### config.mk
export PLATFORM = sky130hd
export DESIGN_NAME = link_recovery_backoff_fsm_flat
export DESIGN_NICKNAME = d
export VERILOG_FILES = /design/src/hdl/lrb_pkg.sv /design/src/hdl/lrb_if.sv /design/src/hdl/link_recovery_backoff_fsm.sv /design/src/flat_wrapper.sv
export SDC_FILE = /design/constraint.sdc
export NUM_CORES = 1
export LEC_CHECK = 0
export ABC_AREA = 0
export BUFFER_PORTS_ARGS = -buffer_cell sky130_fd_sc_hd__buf_4
export CAP_MARGIN = 20
export CELL_PAD_IN_SITES_DETAIL_PLACEMENT = 1
export CELL_PAD_IN_SITES_GLOBAL_PLACEMENT = 2
export CORE_UTILIZATION = 36
export CTS_CLUSTER_SIZE = 30
export DETAILED_ROUTE_END_ITERATION = 12
export HOLD_SLACK_MARGIN = 0.08
export PLACE_DENSITY_LB_ADDON = 0.1
export SETUP_SLACK_MARGIN = 0.5
export SLEW_MARGIN = 20
export SYNTH_ARGS = -nofsm -noshare
export SYNTH_HDL_FRONTEND = slang
export SYNTH_SLANG_ARGS = --single-unit
### constraint.sdc
create_clock -name i_clk -period 3.7 [get_ports i_clk]
set_input_delay 0.555 -clock i_clk [delete_from_list [all_inputs] [get_ports i_clk]]
set_output_delay 0.555 -clock i_clk [all_outputs]
set_load 0.02 [all_outputs]
### src/hdl/lrb_pkg.sv
// Package for the link recovery backoff controller: link state codes, event codes,
// register indexes, reset values and the socket backoff table.
// No dependencies; every other file of the block refers to it by scoped names.
package lrb_pkg;

    localparam int LINK_W    = 3;
    localparam int ACTION_W  = 3;
    localparam int MS_W      = 20;
    localparam int LEVEL_W   = 3;
    localparam int COUNT_W   = 8;
    localparam int LIMIT_W   = 8;
    localparam int CFG_IDX_W = 2;
    localparam int CFG_W     = 20;

    localparam int BACKOFF_STEPS_DEF = 5;

    // Encoded link states as they appear on the result channel.
    localparam logic [LINK_W-1:0] CODE_OFFLINE      = 3'd0;
    localparam logic [LINK_W-1:0] CODE_MODULE_READY = 3'd1;
    localparam logic [LINK_W-1:0] CODE_NET_DOWN     = 3'd2;
    localparam logic [LINK_W-1:0] CODE_NET_READY    = 3'd3;
    localparam logic [LINK_W-1:0] CODE_SOCKET_DOWN  = 3'd4;
    localparam logic [LINK_W-1:0] CODE_RUNNING      = 3'd5;

    // Register indexes of the configuration port.
    localparam logic [CFG_IDX_W-1:0] CFG_PROBE_RETRY  = 2'd0;
    localparam logic [CFG_IDX_W-1:0] CFG_NET_RETRY    = 2'd1;
    localparam logic [CFG_IDX_W-1:0] CFG_DEFAULT_WAIT = 2'd2;
    localparam logic [CFG_IDX_W-1:0] CFG_TIMEOUT_LIM  = 2'd3;

    localparam logic [MS_W-1:0]    PROBE_RETRY_RST  = 20'd5000;
    localparam logic [MS_W-1:0]    NET_RETRY_RST    = 20'd10000;
    localparam logic [MS_W-1:0]    DEFAULT_WAIT_RST = 20'd1000;
    localparam logic [LIMIT_W-1:0] TIMEOUT_LIM_RST  = 8'd3;

    typedef enum logic [ACTION_W-1:0] {
        ACT_RECOVER       = 3'd0,
        ACT_WAIT          = 3'd1,
        ACT_SEND_FAIL     = 3'd2,
        ACT_PROBE_TIMEOUT = 3'd3,
        ACT_PROBE_OK      = 3'd4,
        ACT_FORCE         = 3'd5
    } t_action;

    typedef enum logic [5:0] {
        LINK_OFFLINE      = 6'b000001,
        LINK_MODULE_READY = 6'b000010,
        LINK_NET_DOWN     = 6'b000100,
        LINK_NET_READY    = 6'b001000,
        LINK_SOCKET_DOWN  = 6'b010000,
        LINK_RUNNING      = 6'b100000
    } t_link;

    function automatic logic [LINK_W-1:0] link_encode(input t_link link);
        logic [LINK_W-1:0] code;
        unique case (link)
            LINK_OFFLINE:      code = CODE_OFFLINE;
            LINK_MODULE_READY: code = CODE_MODULE_READY;
            LINK_NET_DOWN:     code = CODE_NET_DOWN;
            LINK_NET_READY:    code = CODE_NET_READY;
            LINK_SOCKET_DOWN:  code = CODE_SOCKET_DOWN;
            LINK_RUNNING:      code = CODE_RUNNING;
            default:           code = CODE_OFFLINE;
        endcase
        return code;
    endfunction

    // Codes above running are filtered out by the caller.
    function automatic t_link link_decode(input logic [LINK_W-1:0] code);
        t_link link;
        unique case (code)
            CODE_OFFLINE:      link = LINK_OFFLINE;
            CODE_MODULE_READY: link = LINK_MODULE_READY;
            CODE_NET_DOWN:     link = LINK_NET_DOWN;
            CODE_NET_READY:    link = LINK_NET_READY;
            CODE_SOCKET_DOWN:  link = LINK_SOCKET_DOWN;
            CODE_RUNNING:      link = LINK_RUNNING;
            default:           link = LINK_OFFLINE;
        endcase
        return link;
    endfunction

    // Socket backoff: 10 s, 30 s, 1 min, 2 min, then 5 min for every later level.
    function automatic logic [MS_W-1:0] backoff_ms(input logic [LEVEL_W-1:0] level);
        logic [MS_W-1:0] ms;
        unique case (level)
            3'd0:    ms = 20'd10000;
            3'd1:    ms = 20'd30000;
            3'd2:    ms = 20'd60000;
            3'd3:    ms = 20'd120000;
            default: ms = 20'd300000;
        endcase
        return ms;
    endfunction

endpackage

### src/hdl/lrb_if.sv
// Valid/ready channel interfaces of the link recovery backoff controller:
// one for event requests and one for result items. Widths come from lrb_pkg.
interface lrb_req_if;
    logic                          valid;
    logic                          ready;
    logic [lrb_pkg::ACTION_W-1:0]  action;
    logic                          probe_answered;
    logic                          net_open_ok;
    logic                          sock_open_ok;
    logic                          net_error;
    logic [lrb_pkg::LINK_W-1:0]    forced_state;

    modport source (
        output valid, action, probe_answered, net_open_ok, sock_open_ok, net_error,
               forced_state,
        input  ready
    );
    modport sink (
        input  valid, action, probe_answered, net_open_ok, sock_open_ok, net_error,
               forced_state,
        output ready
    );
endinterface

interface lrb_rsp_if;
    logic                          valid;
    logic                          ready;
    logic [lrb_pkg::LINK_W-1:0]    link_state;
    logic [lrb_pkg::MS_W-1:0]      wait_ms;
    logic [lrb_pkg::LEVEL_W-1:0]   backoff_level;
    logic [lrb_pkg::COUNT_W-1:0]   timeouts_seen;

    modport source (
        output valid, link_state, wait_ms, backoff_level, timeouts_seen,
        input  ready
    );
    modport sink (
        input  valid, link_state, wait_ms, backoff_level, timeouts_seen,
        output ready
    );
endinterface

### src/hdl/link_recovery_backoff_fsm.sv
// Top level of the modem link recovery controller with socket backoff.
// Uses lrb_pkg for codes and the backoff table, lrb_if.sv for the channels.
//
//   channel   direction  handshake       content
//   i_req     in         valid/ready     one event request
//   o_rsp     out        valid/ready     link state, wait, level, timeout count
//   i_cfg_*   in         write enable    register index and data, no read-back
//
// Each request passes from acceptance through the input register into the
// result register. One request per cycle is sustained while o_rsp is ready;
// the link state updates when a request moves into the result register.
// A stall on o_rsp holds the result register and then the input register.
// Synchronous active-low reset clears the link state, backoff level, counter
// and valid flags and restores the configuration reset values.
module link_recovery_backoff_fsm #(
    parameter int BACKOFF_STEPS = lrb_pkg::BACKOFF_STEPS_DEF
) (
    input  logic                            i_clk,
    input  logic                            i_rst_n,
    lrb_req_if.sink                         i_req,
    lrb_rsp_if.source                       o_rsp,
    input  logic                            i_cfg_we,
    input  logic [lrb_pkg::CFG_IDX_W-1:0]   i_cfg_idx,
    input  logic [lrb_pkg::CFG_W-1:0]       i_cfg_data
);

    localparam logic [lrb_pkg::LEVEL_W:0]   STEPS_W    = (lrb_pkg::LEVEL_W+1)'(BACKOFF_STEPS);
    localparam logic [lrb_pkg::LEVEL_W-1:0] LAST_LEVEL = lrb_pkg::LEVEL_W'(BACKOFF_STEPS - 1);

    // Configuration registers.
    logic [lrb_pkg::MS_W-1:0]     r_probe_retry;
    logic [lrb_pkg::MS_W-1:0]     r_net_retry;
    logic [lrb_pkg::MS_W-1:0]     r_default_wait;
    logic [lrb_pkg::LIMIT_W-1:0]  r_timeout_lim;

    // Input register.
    logic                         r_in_valid;
    logic [lrb_pkg::ACTION_W-1:0] r_in_action;
    logic                         r_in_probe;
    logic                         r_in_net_ok;
    logic                         r_in_sock_ok;
    logic                         r_in_net_err;
    logic [lrb_pkg::LINK_W-1:0]   r_in_forced;

    // Link state.
    lrb_pkg::t_link               r_link, n_link;
    logic [lrb_pkg::LEVEL_W-1:0]  r_level, n_level;
    logic [lrb_pkg::COUNT_W-1:0]  r_tctr, n_tctr;
    logic [lrb_pkg::MS_W-1:0]     n_wait;

    // Result register.
    logic                         r_out_valid;
    logic [lrb_pkg::LINK_W-1:0]   r_out_link;
    logic [lrb_pkg::MS_W-1:0]     r_out_wait;
    logic [lrb_pkg::LEVEL_W-1:0]  r_out_level;
    logic [lrb_pkg::COUNT_W-1:0]  r_out_tctr;

    logic                         out_free;
    logic                         advance;
    logic                         accept;
    logic [lrb_pkg::COUNT_W:0]    tctr_inc;

    assign out_free    = !r_out_valid || o_rsp.ready;
    assign advance     = r_in_valid && out_free;
    assign i_req.ready = !r_in_valid || out_free;
    assign accept      = i_req.valid && i_req.ready;
    assign tctr_inc    = {1'b0, r_tctr} + (lrb_pkg::COUNT_W+1)'(1);

    always_ff @(posedge i_clk) begin
        if (!i_rst_n) begin
            r_probe_retry  <= lrb_pkg::PROBE_RETRY_RST;
            r_net_retry    <= lrb_pkg::NET_RETRY_RST;
            r_default_wait <= lrb_pkg::DEFAULT_WAIT_RST;
            r_timeout_lim  <= lrb_pkg::TIMEOUT_LIM_RST;
        end else if (i_cfg_we) begin
            unique case (i_cfg_idx)
                lrb_pkg::CFG_PROBE_RETRY:  r_probe_retry  <= i_cfg_data;
                lrb_pkg::CFG_NET_RETRY:    r_net_retry    <= i_cfg_data;
                lrb_pkg::CFG_DEFAULT_WAIT: r_default_wait <= i_cfg_data;
                lrb_pkg::CFG_TIMEOUT_LIM:  r_timeout_lim  <= i_cfg_data[lrb_pkg::LIMIT_W-1:0];
                default: ;
            endcase
        end
    end

    always_comb begin
        n_link  = r_link;
        n_level = r_level;
        n_tctr  = r_tctr;
        n_wait  = '0;
        unique case (lrb_pkg::t_action'(r_in_action))
            lrb_pkg::ACT_RECOVER: begin
                unique case (r_link)
                    lrb_pkg::LINK_OFFLINE, lrb_pkg::LINK_MODULE_READY: begin
                        // From offline a full setup only follows an answered probe.
                        if (r_link != lrb_pkg::LINK_OFFLINE || r_in_probe) begin
                            if (r_link == lrb_pkg::LINK_OFFLINE) begin
                                n_tctr = '0;
                            end
                            if (!r_in_net_ok) begin
                                n_link = lrb_pkg::LINK_NET_DOWN;
                            end else begin
                                n_link  = r_in_sock_ok ? lrb_pkg::LINK_RUNNING
                                                       : lrb_pkg::LINK_SOCKET_DOWN;
                                n_level = '0;
                            end
                        end
                    end
                    lrb_pkg::LINK_NET_DOWN, lrb_pkg::LINK_NET_READY: begin
                        if (r_link == lrb_pkg::LINK_NET_READY || r_in_net_ok) begin
                            n_link  = r_in_sock_ok ? lrb_pkg::LINK_RUNNING
                                                   : lrb_pkg::LINK_SOCKET_DOWN;
                            n_level = '0;
                        end
                    end
                    lrb_pkg::LINK_SOCKET_DOWN: begin
                        if (r_in_sock_ok) begin
                            n_link  = lrb_pkg::LINK_RUNNING;
                            n_level = '0;
                        end
                    end
                    default: ;
                endcase
            end
            lrb_pkg::ACT_WAIT: begin
                unique case (r_link)
                    lrb_pkg::LINK_OFFLINE:  n_wait = r_probe_retry;
                    lrb_pkg::LINK_NET_DOWN: n_wait = r_net_retry;
                    lrb_pkg::LINK_SOCKET_DOWN: begin
                        // The level saturates at the last table step.
                        if ({1'b0, r_level} < STEPS_W) begin
                            n_wait = lrb_pkg::backoff_ms(r_level);
                            if (r_level < LAST_LEVEL) begin
                                n_level = r_level + lrb_pkg::LEVEL_W'(1);
                            end
                        end else begin
                            n_wait = lrb_pkg::backoff_ms(LAST_LEVEL);
                        end
                    end
                    default: n_wait = r_default_wait;
                endcase
            end
            lrb_pkg::ACT_SEND_FAIL: begin
                if (r_in_net_err) begin
                    n_link = lrb_pkg::LINK_NET_DOWN;
                end else begin
                    n_link  = lrb_pkg::LINK_SOCKET_DOWN;
                    n_level = '0;
                end
            end
            lrb_pkg::ACT_PROBE_TIMEOUT: begin
                if (tctr_inc >= {1'b0, r_timeout_lim}) begin
                    n_link = lrb_pkg::LINK_OFFLINE;
                    n_tctr = '0;
                end else begin
                    n_tctr = tctr_inc[lrb_pkg::COUNT_W-1:0];
                end
            end
            lrb_pkg::ACT_PROBE_OK: n_tctr = '0;
            lrb_pkg::ACT_FORCE: begin
                if (r_in_forced <= lrb_pkg::CODE_RUNNING) begin
                    n_link = lrb_pkg::link_decode(r_in_forced);
                    if (r_in_forced == lrb_pkg::CODE_RUNNING) begin
                        n_level = '0;
                    end
                end
            end
            default: ;
        endcase
    end

    always_ff @(posedge i_clk) begin
        if (!i_rst_n) begin
            r_in_valid  <= 1'b0;
            r_out_valid <= 1'b0;
            r_link      <= lrb_pkg::LINK_OFFLINE;
            r_level     <= '0;
            r_tctr      <= '0;
        end else begin
            if (i_req.ready) begin
                r_in_valid <= i_req.valid;
            end
            if (out_free) begin
                r_out_valid <= r_in_valid;
            end
            if (advance) begin
                r_link  <= n_link;
                r_level <= n_level;
                r_tctr  <= n_tctr;
            end
        end
    end

    always_ff @(posedge i_clk) begin
        if (accept) begin
            r_in_action  <= i_req.action;
            r_in_probe   <= i_req.probe_answered;
            r_in_net_ok  <= i_req.net_open_ok;
            r_in_sock_ok <= i_req.sock_open_ok;
            r_in_net_err <= i_req.net_error;
            r_in_forced  <= i_req.forced_state;
        end
        if (advance) begin
            r_out_link  <= lrb_pkg::link_encode(n_link);
            r_out_wait  <= n_wait;
            r_out_level <= n_level;
            r_out_tctr  <= n_tctr;
        end
    end

    assign o_rsp.valid         = r_out_valid;
    assign o_rsp.link_state    = r_out_link;
    assign o_rsp.wait_ms       = r_out_wait;
    assign o_rsp.backoff_level = r_out_level;
    assign o_rsp.timeouts_seen = r_out_tctr;

`ifndef SYNTHESIS
    // The backoff level never runs past the last table step.
    a_level_bound: assert property (@(posedge i_clk) disable iff (!i_rst_n)
        r_level <= LAST_LEVEL)
        else $error("backoff level beyond last step");

    // Only a wait request reports a nonzero wait.
    a_wait_zero: assert property (@(posedge i_clk) disable iff (!i_rst_n)
        advance && (r_in_action != lrb_pkg::ACT_WAIT) |=> o_rsp.wait_ms == '0)
        else $error("wait reported for a request other than a wait");

    // Forcing the running state clears the backoff level.
    a_force_run: assert property (@(posedge i_clk) disable iff (!i_rst_n)
        advance && (r_in_action == lrb_pkg::ACT_FORCE)
            && (r_in_forced == lrb_pkg::CODE_RUNNING)
        |=> (o_rsp.backoff_level == '0) && (o_rsp.link_state == lrb_pkg::CODE_RUNNING))
        else $error("forced running state without cleared backoff");

    // A result is only loaded when the input register held a request.
    a_out_source: assert property (@(posedge i_clk) disable iff (!i_rst_n)
        $rose(r_out_valid) |-> $past(r_in_valid))
        else $error("result appeared without a request");
`endif

endmodule
### src/flat_wrapper.sv
// flat-port wrapper written by rule: the top's interface ports become plain ports
module link_recovery_backoff_fsm_flat 
#(
    parameter int BACKOFF_STEPS = lrb_pkg::BACKOFF_STEPS_DEF
)
  (i_clk, i_rst_n, i_cfg_we, i_cfg_idx, i_cfg_data, i_req_valid, i_req_action, i_req_probe_answered, i_req_net_open_ok, i_req_sock_open_ok, i_req_net_error, i_req_forced_state, i_req_ready, o_rsp_valid, o_rsp_link_state, o_rsp_wait_ms, o_rsp_backoff_level, o_rsp_timeouts_seen, o_rsp_ready);
  lrb_req_if i_req_i ();
  lrb_rsp_if o_rsp_i ();
  input  logic i_clk;
  input  logic i_rst_n;
  input  logic i_cfg_we;
  input  logic [lrb_pkg::CFG_IDX_W-1:0] i_cfg_idx;
  input  logic [lrb_pkg::CFG_W-1:0] i_cfg_data;
  input wire logic [$bits(i_req_i.valid)-1:0] i_req_valid;
  input wire logic [$bits(i_req_i.action)-1:0] i_req_action;
  input wire logic [$bits(i_req_i.probe_answered)-1:0] i_req_probe_answered;
  input wire logic [$bits(i_req_i.net_open_ok)-1:0] i_req_net_open_ok;
  input wire logic [$bits(i_req_i.sock_open_ok)-1:0] i_req_sock_open_ok;
  input wire logic [$bits(i_req_i.net_error)-1:0] i_req_net_error;
  input wire logic [$bits(i_req_i.forced_state)-1:0] i_req_forced_state;
  output wire logic [$bits(i_req_i.ready)-1:0] i_req_ready;
  output wire logic [$bits(o_rsp_i.valid)-1:0] o_rsp_valid;
  output wire logic [$bits(o_rsp_i.link_state)-1:0] o_rsp_link_state;
  output wire logic [$bits(o_rsp_i.wait_ms)-1:0] o_rsp_wait_ms;
  output wire logic [$bits(o_rsp_i.backoff_level)-1:0] o_rsp_backoff_level;
  output wire logic [$bits(o_rsp_i.timeouts_seen)-1:0] o_rsp_timeouts_seen;
  input wire logic [$bits(o_rsp_i.ready)-1:0] o_rsp_ready;
  assign i_req_i.valid = i_req_valid;
  assign i_req_i.action = i_req_action;
  assign i_req_i.probe_answered = i_req_probe_answered;
  assign i_req_i.net_open_ok = i_req_net_open_ok;
  assign i_req_i.sock_open_ok = i_req_sock_open_ok;
  assign i_req_i.net_error = i_req_net_error;
  assign i_req_i.forced_state = i_req_forced_state;
  assign i_req_ready = i_req_i.ready;
  assign o_rsp_valid = o_rsp_i.valid;
  assign o_rsp_link_state = o_rsp_i.link_state;
  assign o_rsp_wait_ms = o_rsp_i.wait_ms;
  assign o_rsp_backoff_level = o_rsp_i.backoff_level;
  assign o_rsp_timeouts_seen = o_rsp_i.timeouts_seen;
  assign o_rsp_i.ready = o_rsp_ready;
  link_recovery_backoff_fsm #(.BACKOFF_STEPS(BACKOFF_STEPS)) u_core (.i_clk(i_clk), .i_rst_n(i_rst_n), .i_req(i_req_i), .o_rsp(o_rsp_i), .i_cfg_we(i_cfg_we), .i_cfg_idx(i_cfg_idx), .i_cfg_data(i_cfg_data));
endmodule
==> impl_metrics.tcl, run 1 <==
set metrics [dict create \
    status "complete, no violations" \
    final-max-slew-violation-count 0 \
    route.detailed.wl_per_inst_um 19.5 \
    core_footprint_um2 16100 \
    holdBufCountCts 0 \
    cts.htree.levels 4 \
    layout-drive-gt1-share_pct 21.8 \
    timing.final.ws_setup_ps 544 \
    num_clock_sinks 131 \
    fin_skew_ps 10.5 \
    placementRows 46 \
    synth.distinct_cells 62 \
    detail_route.wirelength_um 19000 \
    worstMarginPinSlew_ps 1120 \
    grt_pass1_vias 5546 \
    fin_nets 797 \
    clockRootBuffer "sky130_fd_sc_hd__clkbuf_16" \
    pre_cts_slack_ps 202 \
    portBuffers 72 \
    max-slew-margin-rel_pct 25.3 \
    drt_pass_1_iters 5 \
    cts_tree "yes" \
    async_flop_share_pct 0 \
    synth_cells 678 \
    number_of_top_level_pins 73 \
    wp_data_arrival_ps 3370 \
    max-clock-path-buffers 2 \
    detailed_place.area_um2 6750 \
    power_density_nw_per_um2 516 \
    synth_enable_flop_cells 44 \
    dp.final_hpwl_um 12000 \
    place_congestion 0.807 \
    netlist_top_cells_count "sky130_fd_sc_hd__nand2_1, sky130_fd_sc_hd__dfxtp_1, sky130_fd_sc_hd__a21oi_1" \
    grt_setup_unrepaired "yes" \
    netlist.area_leader.share_pct 28.9 \
    worstHoldPathType "input port to flip-flop" \
    finalHoldViolations 0 \
    yosysSeqAreaShare_pct 50.8 \
    synth.avg_cell_area_um2 8.89 \
    finalHoldWorstSlack_ps 307 \
    fin_crit_ps 3160 \
    clkTransAtPathRegs_ps 60 \
    worstPathBufferInverterCount 2 \
    initial_utilization_pct 37.4 \
    worst_setup_path_end_kind "flip-flop" \
    final_min_period_over_clock_period_pct 85.3 \
    vdd.ir_drop.worst_mv 0.318 \
    max_cap_violations 0 \
    dr_total_vias 5380 \
    die_w_um 131 \
    cp_data_required_time_ps 3920 \
    total_leakage_power_nw 2.90 \
    fmax_ghz 0.317 \
    finish.instance_area_um2 7640 \
    grt_first_pass_wirelength_um 30100 \
    globalRoute.totalOverflow 0 \
    synthDominantAreaCellType "sky130_fd_sc_hd__dfxtp_1" \
    final_antenna_net_count 0 \
    yosys.cell_count.top_type "sky130_fd_sc_hd__nand2_1" \
    fin_setup_tns_ps 0 \
    netlist_top_cells_area "sky130_fd_sc_hd__dfxtp_1, sky130_fd_sc_hd__edfxtp_1, sky130_fd_sc_hd__nand2_1" \
    num_antenna_cells 0 \
    vias_per_instance 5.51 \
    timing.critical_path.slowest_stage_cell "sky130_fd_sc_hd__dfxtp_4" \
    postSynthNetCount 728 \
    crit_fanout 5 \
    synth.ff_latch_count 131 \
    groute.usage.overall_pct 22.4 \
    post-layout-total-power_mw 3.94 \
    kind_of_cell_adding_the_most_delay_to_the_critical_path "compound AO/OA/AOI/OAI gates" \
    critical_path.startpoint_type "flip-flop" \
    die_area_um2 17300 \
    netlist_area_um2 6030 \
    syn2layout_area_growth_pct 26.7 \
    setup_viol 0 \
    grt_start_max_net_pins 52 \
    drt_drc_violations_left 0 \
    clkLatencyLatePin_ps 420 \
    timing_worst_setup_path_type "flip-flop to flip-flop" \
    synth-main-ff-cell "sky130_fd_sc_hd__dfxtp_1" \
    drt_iter0_markers 286 \
    grt_antenna_before_repair 0 \
    yosys_warnings 0 \
    cell_chain_critical_path "and3_4 -> nand3_4 -> nor2_4 -> xor2_2 -> ha_1 -> and3_4 -> a221oi_4 -> o211ai_1 -> buf_4 -> a21oi_4 -> a211oi_1 -> buf_4 -> a2111oi_4" \
    critPathMaxStageDelay_ps 370 \
    cts_inserted_buffers 17 \
    chipHeight_um 131 \
    fillers 1834 \
]
[power breakdown]
group	switching [mW]	internal, mW
Clock	0.651	1.14
Sequential	0.0602	1.56
Combinational	0.321	0.216
Total	1.03	2.91
[layout by cell type, fill, tap and decap left out, types with 7 or more instances in the layout]
| master | n |
|---|---|
| sky130_fd_sc_hd__nand2_1 | 162 |
| sky130_fd_sc_hd__buf_4 | 95 |
| sky130_fd_sc_hd__dfxtp_1 | 82 |
| sky130_fd_sc_hd__a21oi_1 | 70 |
| sky130_fd_sc_hd__edfxtp_1 | 44 |
| sky130_fd_sc_hd__nor2_1 | 37 |
| sky130_fd_sc_hd__nand3_1 | 27 |
| sky130_fd_sc_hd__clkbuf_16 | 18 |
| sky130_fd_sc_hd__inv_1 | 17 |
| sky130_fd_sc_hd__a222oi_1 | 14 |
| sky130_fd_sc_hd__a31oi_1 | 12 |
| sky130_fd_sc_hd__ha_1 | 12 |
| sky130_fd_sc_hd__nor3_1 | 11 |
| sky130_fd_sc_hd__o21ai_0 | 11 |
| sky130_fd_sc_hd__nor2b_1 | 7 |
| sky130_fd_sc_hd__nand2b_1 | 7 |
[sequential cells by signal, indices dropped and copies added, names as in the netlist]
signal                      flops
u_core.r_in_sock_ok             1
u_core.r_in_action              3
u_core.o_rsp.valid              1
u_core.r_probe_retry           20
u_core.r_tctr                   8
u_core.r_net_retry             20
u_core.r_in_net_ok              1
u_core.o_rsp.timeouts_seen      8
u_core.r_in_probe               1
u_core.r_in_net_err             1
u_core.r_timeout_lim            8
u_core.r_link                   6
u_core.o_rsp.wait_ms           20
u_core.r_level                  3
u_core.r_in_valid               1
u_core.r_default_wait          20
u_core.r_in_forced              3
u_core.o_rsp.link_state         3
u_core.o_rsp.backoff_level      3
[per-stage QoR]
step	std cells	util, %
after floorplan	678	-
after global placement	930	41.9
after detailed placement	930	41.9
after CTS	964	46.3
after global routing	976	47.4
final	976	47.4
[kinds of logic after synthesis]
family                   Yosys count  synth area share [%]
XOR/XNOR                          10                  1.45
multiplexers                       2                 0.353
buffers and inverters             64                  4.23
AND/OR/NAND/NOR                  295                  22.0
AO/OA/AOI/OAI                    163                  18.5
flip-flops                       131                  50.8
adder cells (fa/ha/maj)           13                  2.70
[worst paths after layout]
kind | startpoint | end | slack (ps) | cells after the start
max reg2reg | u_core.r_tctr[2]$_SDFFE_PN0P_ | u_core.o_rsp.link_state[0]$_DFFE_PP_ | 540 | 13
max | u_core.r_tctr[2]$_SDFFE_PN0P_ | u_core.o_rsp.link_state[0]$_DFFE_PP_ | 540 | 13
min | i_req_action[2] | u_core.r_in_action[2]$_DFFE_PP_ | 310 | 1
min reg2reg | u_core.r_timeout_lim[6]$_SDFFE_PN0P_ | u_core.r_timeout_lim[6]$_SDFFE_PN0P_ | 460 | 2
[repair_timing]
item                                    4_1_cts  5_1_grt
resized for setup                            19       14
endpoints found under the setup margin        5        3
buffers inserted                              2       12
gates cloned                                  0        0
pin swaps                                     6       13
[per-layer routing]
layer  track usage (%)  up-vias  part of all wire (%)
met5                 0        -                     0
met4              7.62        0                   1.9
met3              4.59       31                   3.9
met2              39.1      122                    50
met1              27.2     2666                    44
li1                  -     2561                     -
[area by class of cell]
class	instances	area [µm²]	area share [%]
clock buffers	21	482	6.31
clock inverters	11	146	1.92
inverters	19	71.3	0.934
multi-input cells	483	2870	37.6
flip-flops and latches	131	3080	40.3
well taps	216	270	3.54
repair buffers	95	713	9.34
Power figures use the tool's default switching activity.
==> run 2: changes to the inputs <==
Settings changed: CELL_PAD_IN_SITES_DETAIL_PLACEMENT 1 to not set, CELL_PAD_IN_SITES_GLOBAL_PLACEMENT 2 to not set, CORE_UTILIZATION 36 to 45, PLACE_DENSITY_LB_ADDON 0.1 to not set.
==> run 2 against run 1 <==
Total power shrank 5.3%. Routed wire length down 16%. Global-route usage is 1.1 points higher. Sequential cell count unchanged. Register-to-register slack improved by 30 ps. Fmax is 1.1% higher. Clock power is 11% lower. Via count fell by 1.5%. Critical path type unchanged.
==> impl_metrics.tcl, run 2 (synthesized netlist as in run 1, its figures left out) <==
set metrics [dict create \
    finish.cell_count_without_fillers 923 \
    cp_data_required_time_ps 3930 \
    final_antenna_net_count 0 \
    max-clock-path-buffers 2 \
    groute.usage.overall_pct 23.5 \
    detail_route.wirelength_um 16000 \
    max_cap_violations 0 \
    grt_antenna_before_repair 0 \
    place_congestion 0.914 \
    worst_setup_path_end_kind "flip-flop" \
    grt_first_pass_wirelength_um 25400 \
    timing_worst_setup_path_type "flip-flop to flip-flop" \
    max-slew-margin-rel_pct 28.2 \
    worstMarginPinSlew_ps 1080 \
    cts.htree.levels 4 \
    dp.final_hpwl_um 10000 \
    vias_per_instance 5.74 \
    dr_total_vias 5298 \
    drt_pass_1_iters 7 \
    cts_tree "yes" \
    route.detailed.wl_per_inst_um 17.4 \
    num_antenna_cells 0 \
    num_clock_sinks 131 \
    vdd.ir_drop.worst_mv 0.289 \
    chipHeight_um 118 \
    number_of_top_level_pins 73 \
    portBuffers 72 \
    final_min_period_over_clock_period_pct 84.4 \
    multi_input_area_um2 2890 \
    initial_utilization_pct 47.0 \
    setup_viol 0 \
    cts_inserted_buffers 17 \
    layout.cells.most_common "sky130_fd_sc_hd__nand2_1" \
    grt_start_max_net_pins 64 \
    power_density_nw_per_um2 500 \
    detailed_place.area_um2 6670 \
    fin_skew_ps 5.35 \
    worstHoldPathType "input port to flip-flop" \
    clkLatencyLatePin_ps 420 \
    final-max-slew-violation-count 0 \
    grt_pass1_vias 4956 \
    grt_setup_unrepaired "yes" \
    critical_path.startpoint_type "flip-flop" \
    fin_setup_tns_ps 0 \
    total_leakage_power_nw 2.81 \
    crit_fanout 6 \
    drt_iter0_markers 567 \
    final_cell_mix "sky130_fd_sc_hd__nand2_1, sky130_fd_sc_hd__buf_4, sky130_fd_sc_hd__dfxtp_1" \
    clkTransAtPathRegs_ps 50 \
    status "complete, no violations" \
    die_w_um 118 \
    wp_data_arrival_ps 3360 \
    core_footprint_um2 12800 \
    finalHoldViolations 0 \
    syn2layout_area_growth_pct 23.7 \
    drt_drc_violations_left 0 \
    area.sequential_um2 3080 \
    layout-drive-gt1-share_pct 20.4 \
    fmax_ghz 0.320 \
    finish.instance_area_um2 7460 \
    clockRootBuffer "sky130_fd_sc_hd__clkbuf_16" \
    fin_crit_ps 3120 \
    die_area_um2 13900 \
    globalRoute.totalOverflow 0 \
    fillers 1126 \
    placed_instance_count 883 \
    fin_nets 788 \
    finalHoldWorstSlack_ps 312 \
    placementRows 41 \
]
## run 2: cell types whose count changed in the layout (fill, tap and decap cells not counted), moves of 2 or more
cell | before | now
sky130_fd_sc_hd__buf_4 | 95 | 86
sky130_fd_sc_hd__clkinv_1 | 0 | 5
sky130_fd_sc_hd__dfxtp_2 | 0 | 2
sky130_fd_sc_hd__dfxtp_4 | 5 | 3
sky130_fd_sc_hd__inv_2 | 2 | 0
sky130_fd_sc_hd__nand2_2 | 0 | 2
sky130_fd_sc_hd__nand3_2 | 2 | 0
## run 2: worst paths after layout
check / cells past startpoint / startpoint / slack (ps) / to
worst min register to register: 2 / u_core.r_timeout_lim[5]$_SDFFE_PN0P_ / 450 / u_core.r_timeout_lim[5]$_SDFFE_PN0P_
worst max register to register: 13 / u_core.r_tctr[2]$_SDFFE_PN0P_ / 580 / u_core.o_rsp.link_state[0]$_DFFE_PP_
worst min-delay path: 1 / i_req_action[0] / 310 / u_core.r_in_action[0]$_DFFE_PP_
worst max-delay path: 13 / u_core.r_tctr[2]$_SDFFE_PN0P_ / 580 / u_core.o_rsp.link_state[0]$_DFFE_PP_
## run 2: cell type report
| class | instances | share of cell area [%] |
|---|---|---|
| repair buffers | 86 | 8.65 |
| flip-flops and latches | 131 | 41.2 |
| clock inverters | 12 | 1.53 |
| clock buffers | 20 | 5.99 |
| multi-input cells | 483 | 38.7 |
| well taps | 172 | 2.88 |
| inverters | 19 | 0.989 |
## run 2: metal layers
layer  wire length [µm]  up-vias  part of all wire (%)  GRT usage, %
li1                   -     2536                     -             -
met1               7260     2537                    45          30.7
met2               7430      202                    46          37.5
met3               1030       23                   6.4          5.38
met4                321        0                   2.0          9.29
met5                  0        -                     0             0
## run 2: critical path, cell delays in order (launching register included)
cell	delay, ps
sky130_fd_sc_hd__dfxtp_4	380
sky130_fd_sc_hd__and3_4	220
sky130_fd_sc_hd__nand3_4	100
sky130_fd_sc_hd__nor2_4	140
sky130_fd_sc_hd__xor2_2	90
sky130_fd_sc_hd__ha_1	310
sky130_fd_sc_hd__and3_4	210
sky130_fd_sc_hd__nand3_4	60
sky130_fd_sc_hd__o211ai_1	400
sky130_fd_sc_hd__buf_4	210
sky130_fd_sc_hd__nor3_4	40
sky130_fd_sc_hd__a211oi_4	340
sky130_fd_sc_hd__nand2_2	120
sky130_fd_sc_hd__a2111oi_4	310
## run 2: per-stage QoR
stage                     utilization [%]  worst slack, ps  total power [mW]
after floorplan                         -              645              1.93
after global placement               52.0              437              2.09
after detailed placement             52.0              252              2.10
after CTS                            56.8              507              3.71
after global routing                 58.2              434              3.88
final                                58.2              577              3.73
## run 2: repair_timing
item / in CTS / in global routing
resized for setup: 12 / 23
buffers inserted: 1 / 7
hold buffers: 0 / 0
setup endpoints to repair: 4 / 7
cloned: 0 / 0
pin swaps: 2 / 13
endpoints found under the hold margin: 0 / 0
## run 2: power by group
group          leakage [nW]  switching (mW)  total [mW]  internal (mW)
sequential             1.14          0.0590        1.62           1.56
combinational          1.40           0.305       0.513          0.208
clock                 0.271           0.607        1.60          0.995
total                  2.81           0.971        3.73           2.76
